--- config.mk ---
export PLATFORM = sky130hd
export DESIGN_NAME = xyzok_div25
export DESIGN_NICKNAME = d
export VERILOG_FILES = /design/src/hw/rtl/xyzok_pkg.sv /design/src/hw/rtl/xyzok_div25.sv
export SDC_FILE = /design/constraint.sdc
export NUM_CORES = 1
export LEC_CHECK = 0
export BUFFER_PORTS_ARGS = -buffer_cell sky130_fd_sc_hd__buf_2
export CAP_MARGIN = 30
export CELL_PAD_IN_SITES_DETAIL_PLACEMENT = 1
export CELL_PAD_IN_SITES_GLOBAL_PLACEMENT = 2
export CORE_MARGIN = 1.5
export CORE_UTILIZATION = 35
export CTS_BUF_LIST = sky130_fd_sc_hd__clkbuf_16
export CTS_CLUSTER_SIZE = 24
export DETAILED_ROUTE_END_ITERATION = 16
export PLACE_DENSITY = 0.81
export SYNTH_ARGS = -nofsm -noshare
export SYNTH_HDL_FRONTEND = slang
export SYNTH_SLANG_ARGS = --single-unit
--- constraint.sdc ---
create_clock -name i_clk -period 17.8 [get_ports i_clk]
set_input_delay 0.89 -clock i_clk [delete_from_list [all_inputs] [get_ports i_clk]]
set_output_delay 0.89 -clock i_clk [all_outputs]
set_load 0.02 [all_outputs]
--- src/hw/rtl/xyzok_pkg.sv ---
// Shared types, widths and fixed-point matrix constants for the XYZ to Oklab pipeline.
// No dependencies; imported by every module of the block.
package xyzok_pkg;

    localparam int InW       = 16;
    localparam int OutW      = 16;
    localparam int CoefW     = 27;
    localparam int MagW      = 42;
    localparam int DivStages = 6;
    localparam int DivBits   = 7;
    localparam int RemW      = 5;
    localparam int FracW     = 14;
    localparam int NW        = 52;
    localparam int RootW     = 18;
    localparam int TW        = 56;
    localparam int CbrtBits  = 18;
    localparam int LabShift  = 26;
    localparam int LmsStages = 3;
    localparam int LabStages = 4;
    localparam int Latency   = LmsStages + DivStages + CbrtBits + 1 + LabStages;

    localparam logic [RemW:0] Divisor = 6'd25;

    localparam longint Scale = 64'sd16777216;
    localparam longint Half  = 64'sd5000000000;
    localparam longint Den   = 64'sd10000000000;

    localparam logic signed [CoefW-1:0] LmsCoef [9] = '{
        CoefW'((64'sd8189330101 * Scale + Half) / Den),
        CoefW'((64'sd3618667424 * Scale + Half) / Den),
        CoefW'(-((64'sd1288597137 * Scale + Half) / Den)),
        CoefW'((64'sd329845436 * Scale + Half) / Den),
        CoefW'((64'sd9293118715 * Scale + Half) / Den),
        CoefW'((64'sd361456387 * Scale + Half) / Den),
        CoefW'((64'sd482003018 * Scale + Half) / Den),
        CoefW'((64'sd2643662691 * Scale + Half) / Den),
        CoefW'((64'sd6338517070 * Scale + Half) / Den)
    };

    localparam logic signed [CoefW-1:0] LabCoef [9] = '{
        CoefW'((64'sd2104542553 * Scale + Half) / Den),
        CoefW'((64'sd7936177850 * Scale + Half) / Den),
        CoefW'(-((64'sd40720468 * Scale + Half) / Den)),
        CoefW'((64'sd19779984951 * Scale + Half) / Den),
        CoefW'(-((64'sd24285922050 * Scale + Half) / Den)),
        CoefW'((64'sd4505937099 * Scale + Half) / Den),
        CoefW'((64'sd259040371 * Scale + Half) / Den),
        CoefW'((64'sd7827717662 * Scale + Half) / Den),
        CoefW'(-((64'sd8086757660 * Scale + Half) / Den))
    };

    typedef struct packed {
        logic valid;
        logic line_end;
    } t_side;

    // floor((r * 16384 + 12) / 25) for a remainder of the divide by 25
    function automatic logic [FracW-1:0] rem_frac(input logic [RemW-1:0] r);
        logic [FracW-1:0] f;
        unique case (r)
            5'd0:    f = 14'd0;
            5'd1:    f = 14'd655;
            5'd2:    f = 14'd1311;
            5'd3:    f = 14'd1966;
            5'd4:    f = 14'd2621;
            5'd5:    f = 14'd3277;
            5'd6:    f = 14'd3932;
            5'd7:    f = 14'd4588;
            5'd8:    f = 14'd5243;
            5'd9:    f = 14'd5898;
            5'd10:   f = 14'd6554;
            5'd11:   f = 14'd7209;
            5'd12:   f = 14'd7864;
            5'd13:   f = 14'd8520;
            5'd14:   f = 14'd9175;
            5'd15:   f = 14'd9830;
            5'd16:   f = 14'd10486;
            5'd17:   f = 14'd11141;
            5'd18:   f = 14'd11796;
            5'd19:   f = 14'd12452;
            5'd20:   f = 14'd13107;
            5'd21:   f = 14'd13763;
            5'd22:   f = 14'd14418;
            5'd23:   f = 14'd15073;
            5'd24:   f = 14'd15729;
            default: f = '0;
        endcase
        return f;
    endfunction

endpackage

--- src/hw/rtl/xyzok_div25.sv ---
// Pipelined restoring divide of the LMS magnitudes by 25, several bits a stage,
// then Q38.14 assembly of quotient and remainder fraction. Depends on xyzok_pkg.
module xyzok_div25 import xyzok_pkg::*; (
    input  logic            i_clk,
    input  logic            i_rst_n,
    input  t_side           i_side,
    input  logic [MagW-1:0] i_mag [3],
    input  logic            i_neg [3],
    output t_side           o_side,
    output logic [NW-1:0]   o_n [3],
    output logic            o_neg [3]
);
    t_side           r_side [DivStages];
    logic            r_neg  [DivStages][3];
    logic [MagW-1:0] r_mag  [DivStages][3];
    logic [MagW-1:0] r_quo  [DivStages][3];
    logic [RemW-1:0] r_rem  [DivStages][3];

    genvar s;
    for (s = 0; s < DivStages; s++) begin : g_stage
        t_side           in_side;
        logic            in_neg [3];
        logic [MagW-1:0] in_mag [3];
        logic [MagW-1:0] in_quo [3];
        logic [RemW-1:0] in_rem [3];
        logic [MagW-1:0] n_quo  [3];
        logic [RemW-1:0] n_rem  [3];

        if (s == 0) begin : g_first
            assign in_side = i_side;
            assign in_neg  = i_neg;
            assign in_mag  = i_mag;
            assign in_quo  = '{default: '0};
            assign in_rem  = '{default: '0};
        end else begin : g_next
            assign in_side = r_side[s-1];
            assign in_neg  = r_neg[s-1];
            assign in_mag  = r_mag[s-1];
            assign in_quo  = r_quo[s-1];
            assign in_rem  = r_rem[s-1];
        end

        always_comb begin
            logic [RemW:0] t;
            for (int i = 0; i < 3; i++) begin
                n_quo[i] = in_quo[i];
                n_rem[i] = in_rem[i];
                for (int k = 0; k < DivBits; k++) begin
                    t = {n_rem[i], in_mag[i][MagW-1-s*DivBits-k]};
                    if (t >= Divisor) begin
                        n_rem[i] = RemW'(t - Divisor);
                        n_quo[i][MagW-1-s*DivBits-k] = 1'b1;
                    end else begin
                        n_rem[i] = t[RemW-1:0];
                    end
                end
            end
        end

        always_ff @(posedge i_clk) begin
            if (!i_rst_n) begin
                r_side[s] <= '0;
            end else begin
                r_side[s] <= in_side;
            end
        end

        always_ff @(posedge i_clk) begin
            r_neg[s] <= in_neg;
            r_mag[s] <= in_mag;
            r_quo[s] <= n_quo;
            r_rem[s] <= n_rem;
        end
    end

    always_comb begin
        for (int i = 0; i < 3; i++) begin
            o_n[i] = {r_quo[DivStages-1][i][NW-FracW-1:0], rem_frac(r_rem[DivStages-1][i])};
        end
    end

    assign o_side = r_side[DivStages-1];
    assign o_neg  = r_neg[DivStages-1];

endmodule

# After elaboration in Yosys (flattened, before gate mapping)
# Memory sizes are Yosys's and may differ from the RTL's.
# Index checks and enable logic that the tools add are counted.
word_totals:
  ff_bits: 0
  ramBits: 1632
  romBits: 1344
  word_cells: 526
  mem_count: 8
mem_list:
  columns: ["name", "words", "width", "rd", "rd_clocked_by_memory_dff", "write_ports", "line_no", "text"]
  rows:
  - ["r_mag", 6, 126, 5, 0, 6, "xyzok_div25.sv:15", "logic [MagW-1:0] r_mag [DivStages][3];"]
  - ["r_quo", 6, 126, 6, 0, 6, "xyzok_div25.sv:16", "logic [MagW-1:0] r_quo [DivStages][3];"]
  - ["(name not given)", 32, 14, 1, 0, 0, "xyzok_pkg.sv:60", "unique case (r)"]
  - ["(name not given)", 32, 14, 1, 0, 0, "xyzok_pkg.sv:60", null]
  - ["(name not given)", 32, 14, 1, 0, 0, "xyzok_pkg.sv:60", null]
  - ["r_rem", 6, 15, 6, 0, 6, "xyzok_div25.sv:17", "logic [RemW-1:0] r_rem [DivStages][3];"]
  - ["2 more memories", null, null, null, null, null, null, null]
classes:
  addsub: 126
  n_lt_le_gt_ge: 126
  muxes: 260
  bitwise_logic: 6
ops:
  columns: ["operator", "count"]
  rows:
  - ["6-bit by 5-bit greater-or-equal comparator with 1-bit output (second input constant)", 123]
  - ["5-bit two-way mux", 126]
  - ["5-bit subtractor (second input constant)", 123]
  - ["1-bit two-way mux", 128]
  - ["1-bit by 5-bit greater-or-equal comparator with 1-bit output (second input constant)", 3]
  - ["1-bit by 5-bit subtractor with 5-bit output (second input constant)", 3]
  - ["2-bit two-way mux", 6]
  - ["1-bit bitwise OR", 6]

# Logic depth before layout (Yosys ltp)
# Gate-level depths: netlist (run 1).
# An unclocked memory read counts as a cell.
logic_depth:
  ltp_word: 15
  ltp_mapped: 46
  ltp_nobuf: 45

# Least setup slack after synthesis (run 1)
# No wires, ideal clock.
synth_timing:
  kind: "register to register"
  start: "memory r_mag[2][20] (netlist name)"
  end: "memory r_rem[3][1] (netlist name)"
  setup_ps: 72
  arrival_ps: 8534
  required_ps: 17728
  path_slack_ps: 9194
  path_stages_with_launch: 43
  path_buffers: 1
  path_cell_list: "dfxtp_1 inv_1 ha_1 nor4b_2 or2_2 xnor2_1 ha_1 nand2_1 nor3_1 a31oi_1 o22ai_2 xnor2_1 inv_1 ha_1 clkbuf_1 nor2b_1 and2_1 or3b_2 [... 7 more ...] a22oi_1 nor2_1 xnor2_1 ha_1 o21ai_0 nor3_1 o21bai_1 xnor2_1 ha_1 nand2_1 a221oi_1 o21ai_2 xnor2_1 ha_1 inv_1 or3_1 a31oi_2 mux2i_1"
synth_rtl:
  columns: ["item", "line_no"]
  rows:
  - ["start, declared", "xyzok_div25.sv:15"]
  - ["end, declared", "xyzok_div25.sv:17"]

==> results of run 1 <==
critical path: cells and delay by family (launching register included):
family          cells  cell delay [ns]
xor+xnor            5             1.39
flops               1             0.36
simple gates        9             1.75
buf+inv             7             0.92
fa+ha+maj           7             1.85
mux                 2             0.53
compound gates     14             3.45
cells in the final DEF, fill, tap and decap left out, drive strengths merged, types with 20 or more instances in the layout:
| cell type | instances |
|---|---|
| a211o | 31 |
| a211oi | 58 |
| a21boi | 33 |
| a21o | 68 |
| a21oi | 234 |
| a311oi | 20 |
| a31oi | 74 |
| and2 | 68 |
| and3 | 45 |
| buf | 293 |
| clkbuf | 92 |
| clkinv | 42 |
| dfxtp | 804 |
| ha | 255 |
| inv | 362 |
| mux2 | 77 |
| mux2i | 127 |
| nand2 | 290 |
| nand2b | 51 |
| nand3 | 122 |
| nand3b | 36 |
| nand4 | 33 |
| nor2 | 234 |
| nor2b | 43 |
| nor3 | 96 |
| nor3b | 35 |
| nor4 | 23 |
| o2111ai | 27 |
| o211a | 26 |
| o211ai | 63 |
| o21a | 56 |
| o21ai | 215 |
| o22ai | 54 |
| o311ai | 25 |
| o31ai | 45 |
| or2 | 30 |
| or3 | 42 |
| xnor2 | 180 |
| xor2 | 28 |
path summary, 6_finish.rpt:
kind / slack, ns / to / from / depth (start not counted)
setup / recovery: 7.47 / r_rem[1][6] / r_rem[0][5] / 44
hold / removal: 0.29 / r_mag[0][115] / i_mag[115] / 1
setup reg to reg: 7.47 / r_rem[1][6] / r_rem[0][5] / 44
hold reg to reg: 0.32 / r_mag[2][46] / r_mag[1][46] / 0
cell type report:
cell class                      instances  area, sq um  share of cell area, %
Antenna cell                            3         7.51                 0.0159
Timing Repair Buffer                  293         1470                   3.10
Sequential cell                       804        16100                   34.1
Clock inverter                         77          813                   1.72
Clock buffer                           92         2300                   4.87
Multi-Input combinational cell       3201        23300                   49.4
Tap cell                             1524         1910                   4.04
Inverter                              350         1320                   2.79
logic make-up (layout without fill, tap and decap cells):
| logic type | Yosys count | after routing | share of synthesized area [%] |
|---|---|---|---|
| multiplexers | 204 | 204 | 5.29 |
| XOR/XNOR | 208 | 208 | 4.51 |
| other | 0 | 3 | 0 |
| flip-flops | 804 | 804 | 39.2 |
| AO/OA/AOI/OAI | 1300 | 1300 | 23.4 |
| AND/OR/NAND/NOR | 1231 | 1231 | 15.8 |
| adder cells (fa/ha/maj) | 258 | 258 | 7.84 |
| buffers and inverters | 420 | 812 | 3.97 |
synth_stat cells, types with 30 or more instances:
master	count	share of area, %
a211o_1	31	0.66
a211oi_1	52	0.95
a21boi_0	30	0.55
a21o_1	68	1.2
a21oi_1	221	2.7
a31oi_1	66	1.0
and2_1	65	0.99
and3_1	44	0.67
clkbuf_1	39	0.36
dfxtp_1	804	39
ha_1	255	7.8
inv_1	332	3.0
mux2_2	73	2.0
mux2i_1	124	3.0
nand2_1	289	2.6
nand2b_1	51	0.78
nand3_1	122	1.5
nand3b_1	36	0.66
nand4_1	33	0.50
nor2_1	234	2.1
nor2b_1	43	0.66
nor3_1	93	1.1
nor3b_1	35	0.64
o211ai_1	63	1.2
o21a_1	56	1.0
o21ai_0	186	2.3
o22ai_1	48	0.73
o31ai_1	39	0.71
or3_1	40	0.61
xnor2_1	176	3.8
metrics by stage:
| step | setup slack (ns) | hold slack [ns] | utilization [%] |
|---|---|---|---|
| 6_report | 7.47 | 0.294 | 40.7 |
| 3_3_place_gp | 7.71 | 0.310 | 38.0 |
| 4_1_cts | 7.44 | 0.214 | 40.7 |
| 5_1_grt | 6.22 | 0.235 | 40.7 |
| 3_5_place_dp | 7.50 | 0.313 | 38.0 |
| 2_1_floorplan | 9.19 | 0.310 | - |
routing by layer:
metal	part of all wire, %	GRT usage (%)
met1	48	21.2
met4	2.4	4.93
met5	0.014	0
met3	3.7	3.23
met2	46	27.5
sequential cells by signal, indices dropped and copies added, names as in the netlist:
| register | count |
|---|---|
| r_neg | 18 |
| r_side | 12 |
| r_rem | 90 |
| r_mag | 315 |
| r_quo | 369 |
==> flow_summary.yaml, run 1 <==
placement:
  dp_cells: 6172
  port-buffer-count: 293
  placed_area_sq_um: 44100
  gp_congestion: 0.834
  dp_hpwl_mm: 75.6
clock_network:
  cts_tree: "yes"
  clock-sinks: 804
  cts_made_buffers: 91
  cts.htree.levels: 3
  cts_hold_buf: 0
  ctsResizeCount: 0
  cts_setup_buffers: 0
  root_buffer: "clkbuf_16"
  clk_latency_ns: 0.69
  clk_pin_slew_ns: 0.06
  clockBufferDepth: 3
yosys:
  synth-seq-cells: 804
  synth_seq_area_share_pct: 39.2
  ys_types: 128
  netlist_instances: 4425
  synth_ff_type: "dfxtp_1"
  synth_nets: 4813
  syn-cell-area_sq_um: 41100
  synth_edf_count: 0
  yosysWarnings: 0
  syn_avg_cell_area_sq_um: 9.28
  async_reset_ff_share_pct: 0
sta:
  clock.fmax_mhz: 96.8
  hold_violations: 0
  skew_ns: 0.0283
  max_slew_margin_pct: 31.6
  rsz0062_at_grt: "no"
  maxSlewViolCount: 0
  finalSetupTns_ns: 0
  fin_crit_ns: 10.33
  fin_crit_sh_pct: 58.0
  setup_viol: 0
  tightest_slew_ns: 1.02
setup_path:
  path_common_cell: "ha_1"
  cp-start-kind: "flip-flop"
  path_max_fanout: 8
  max_stage_delay_ns: 0.48
  worstSetupPathType: "flip-flop to flip-flop"
  required_ns: 18.41
  crit_path_top_delay_cell: "or3b_2"
  worst_ep_arrival_time_ns: 10.94
  endpoint_kind: "flip-flop"
die:
  core.rowCount: 125
  die_h_um: 346
  num_io_pins: 294
  core-area_sq_um: 116000
  die_w_um: 346
  start_util_pct: 35.3
  dieArea_sq_um: 119000
detailed_routing:
  drc_errors: 0
  drt-vias-per-instance: 5.27
  dr.pass1.iters: 5
  drtAntennaViolNets: 0
  routed_wirelength_mm: 99.9
  dr_total_vias: 33400
  wl_per_cell_um: 15.7
  drt_iter0_markers: 1204
final_layout:
  area_growth_pct: 15.1
  design_area_sq_um: 47300
  final_layout_size_suffix_gt1_share_pct: 14.0
  fill_cells: 13400
  instances_no_fill: 6344
  nets: 5129
global_routing:
  overflow: 0
  grt_usage_pct: 16.4
  grt_pass1_vias: 33700
  grt_max_degree: 28
  antenna_found_initial: 8
  grt_pass1_wl_mm: 167
job:
  max_cap_violations: 0
hold_path:
  hold_path.class: "primary input to flip-flop"
outcome:
  status: "finished, final reports clean"
Power of run 1 is left out: the tool's default activity adds up to more than one toggle a clock period on the data nets, which glitch-free logic cannot reach.
==> run 2: changes to the inputs <==
Clock period 17.8 ns to 9.7 ns, I/O delays scaled along.
==> flow_summary.yaml, run 2 (same netlist as run 1, synthesis figures left out) <==
clock_network:
  cts_made_buffers: 88
  clk_latency_ns: 0.69
  clock-sinks: 804
  cts_tree: "yes"
  clockBufferDepth: 3
  root_buffer: "clkbuf_16"
  cts.htree.levels: 3
  clk_pin_slew_ns: 0.06
placement:
  dp_hpwl_mm: 76.4
  gp_congestion: 0.827
  dp_cells: 6202
  port-buffer-count: 293
detailed_routing:
  drt_iter0_markers: 1309
  routed_wirelength_mm: 104
  drt-vias-per-instance: 5.24
  wl_per_cell_um: 16.0
  dr.pass1.iters: 5
  drtAntennaViolNets: 0
  drc_errors: 0
  dr_total_vias: 34100
final_layout:
  nets: 5298
  fill_cells: 13200
  final_cell_mix: "803 x dfxtp_1, 345 x inv_1, 293 x buf_2"
  final_util_pct: 42.5
  final_common_cell: "dfxtp_1"
  final_layout_size_suffix_gt1_share_pct: 16.7
  reg.largest.list: "r_quo (369), r_mag (315), r_rem (90)"
  area_growth_pct: 20.2
  largest_reg_flops: 369
  instances_no_fill: 6504
  multi_input_area_sq_um: 24000
  final-seq-area_sq_um: 16100
  top_register: "r_quo"
die:
  dieArea_sq_um: 119000
  start_util_pct: 35.3
  core.rowCount: 125
  die_w_um: 346
  core-area_sq_um: 116000
  num_io_pins: 294
  die_h_um: 346
sta:
  rsz0062_at_grt: "yes"
  setup_viol: 0
  fin_crit_sh_pct: 93.7
  fin_crit_ns: 9.09
  clock.fmax_mhz: 110
  max_slew_margin_pct: 32.0
  skew_ns: 0.0212
  hold_violations: 0
  tightest_slew_ns: 1.02
  maxSlewViolCount: 0
setup_path:
  cp.depth: 40
  r2r_cells: 40
  path_buf_inv: 5
  critPathTopFamily: "compound AO/OA/AOI/OAI gates"
  path_common_cell: "ha_1"
  regToRegEndpoint: "r_rem[5][6]"
  r2r_slack_ns: 0.61
  cp-start-kind: "flip-flop"
  path_max_fanout: 6
  r2r_start: "r_mag[4][48]"
  max_stage_delay_ns: 0.55
  endpoint_kind: "flip-flop"
  worstSetupPathType: "flip-flop to flip-flop"
  worst_ep_arrival_time_ns: 9.68
  crit_path_top_delay_cell: "or4b_4"
  required_ns: 10.29
hold_path:
  min_to: "r_side[2][1]"
  hold_path.class: "primary input to flip-flop"
  min_path_cells: 2
  hold_start: "i_rst_n"
job:
  max_cap_violations: 0
global_routing:
  grt_max_degree: 28
  antenna_found_initial: 4
  grt_pass1_vias: 34300
  overflow: 0
  grt_pass1_wl_mm: 171
  grt_usage_pct: 16.8
outcome:
  status: "finished, final reports clean"
-- run 2: worst max path at each step --
stage	start	to	slack [ns]
4_1_cts	r_mag[2][20]	r_rem[3][1]	0.02
2_1_floorplan	r_mag[2][20]	r_rem[3][1]	1.09
6_report	r_mag[4][48]	r_rem[5][6]	0.61
3_3_place_gp	r_mag[2][20]	r_rem[3][1]	0.15
3_5_place_dp	r_rem[0][10]	r_rem[1][13]	-0.08
5_1_grt	r_mag[2][20]	r_rem[3][1]	-0.06
-- run 2: metal layers --
metal / wire length (um) / vias up / global-route usage, %
li1: - / 17200 / -
met1: 48600 / 16300 / 21.4
met2: 49400 / 386 / 28.9
met3: 3470 / 146 / 3.10
met4: 2420 / 2 / 4.60
met5: 12 / - / 0
-- run 2: through the flow --
| stage | hold WS (ns) | setup WS, ns | instance area [sq um] | setup TNS, ns |
|---|---|---|---|---|
| after CTS | 0.0693 | 0.0205 | 48500 | 0 |
| after detailed placement | 0.313 | -0.0813 | 44400 | -0.178 |
| after global routing | 0.0989 | -0.0610 | 49400 | -0.190 |
| after floorplan | 0.310 | 1.09 | 41100 | 0 |
| after global placement | 0.310 | 0.150 | 44400 | 0 |
| final | 0.129 | 0.607 | 49400 | 0 |
-- run 2: final cells by class --
cell class	instances	area share, %
Multi-Input combinational cell	3201	48.7
Sequential cell	804	32.6
Timing Repair Buffer	465	6.15
Clock buffer	91	4.61
Tap cell	1524	3.86
Inverter	350	2.67
Clock inverter	68	1.42
Antenna cell	1	0.00507
-- run 2: timing repair --
item,in CTS,in global routing
endpoints found under the setup margin,14,80
hold buffers,111,0
gates resized for setup,8,109
hold endpoints to repair,111,0
pin swaps,0,20
setup buffers,0,31
-- run 2: worst register-to-register path, delay by kind of cell (launching register included) --
kind / cells / cell delay (ns)
AND/OR/NAND/NOR: 8 / 2.14
multiplexers: 1 / 0.22
adder cells (fa/ha/maj): 7 / 1.65
XOR/XNOR: 6 / 1.30
flip-flops: 1 / 0.35
buffers and inverters: 5 / 0.58
AO/OA/AOI/OAI: 13 / 2.79
Power of run 2 is left out for the same reason.
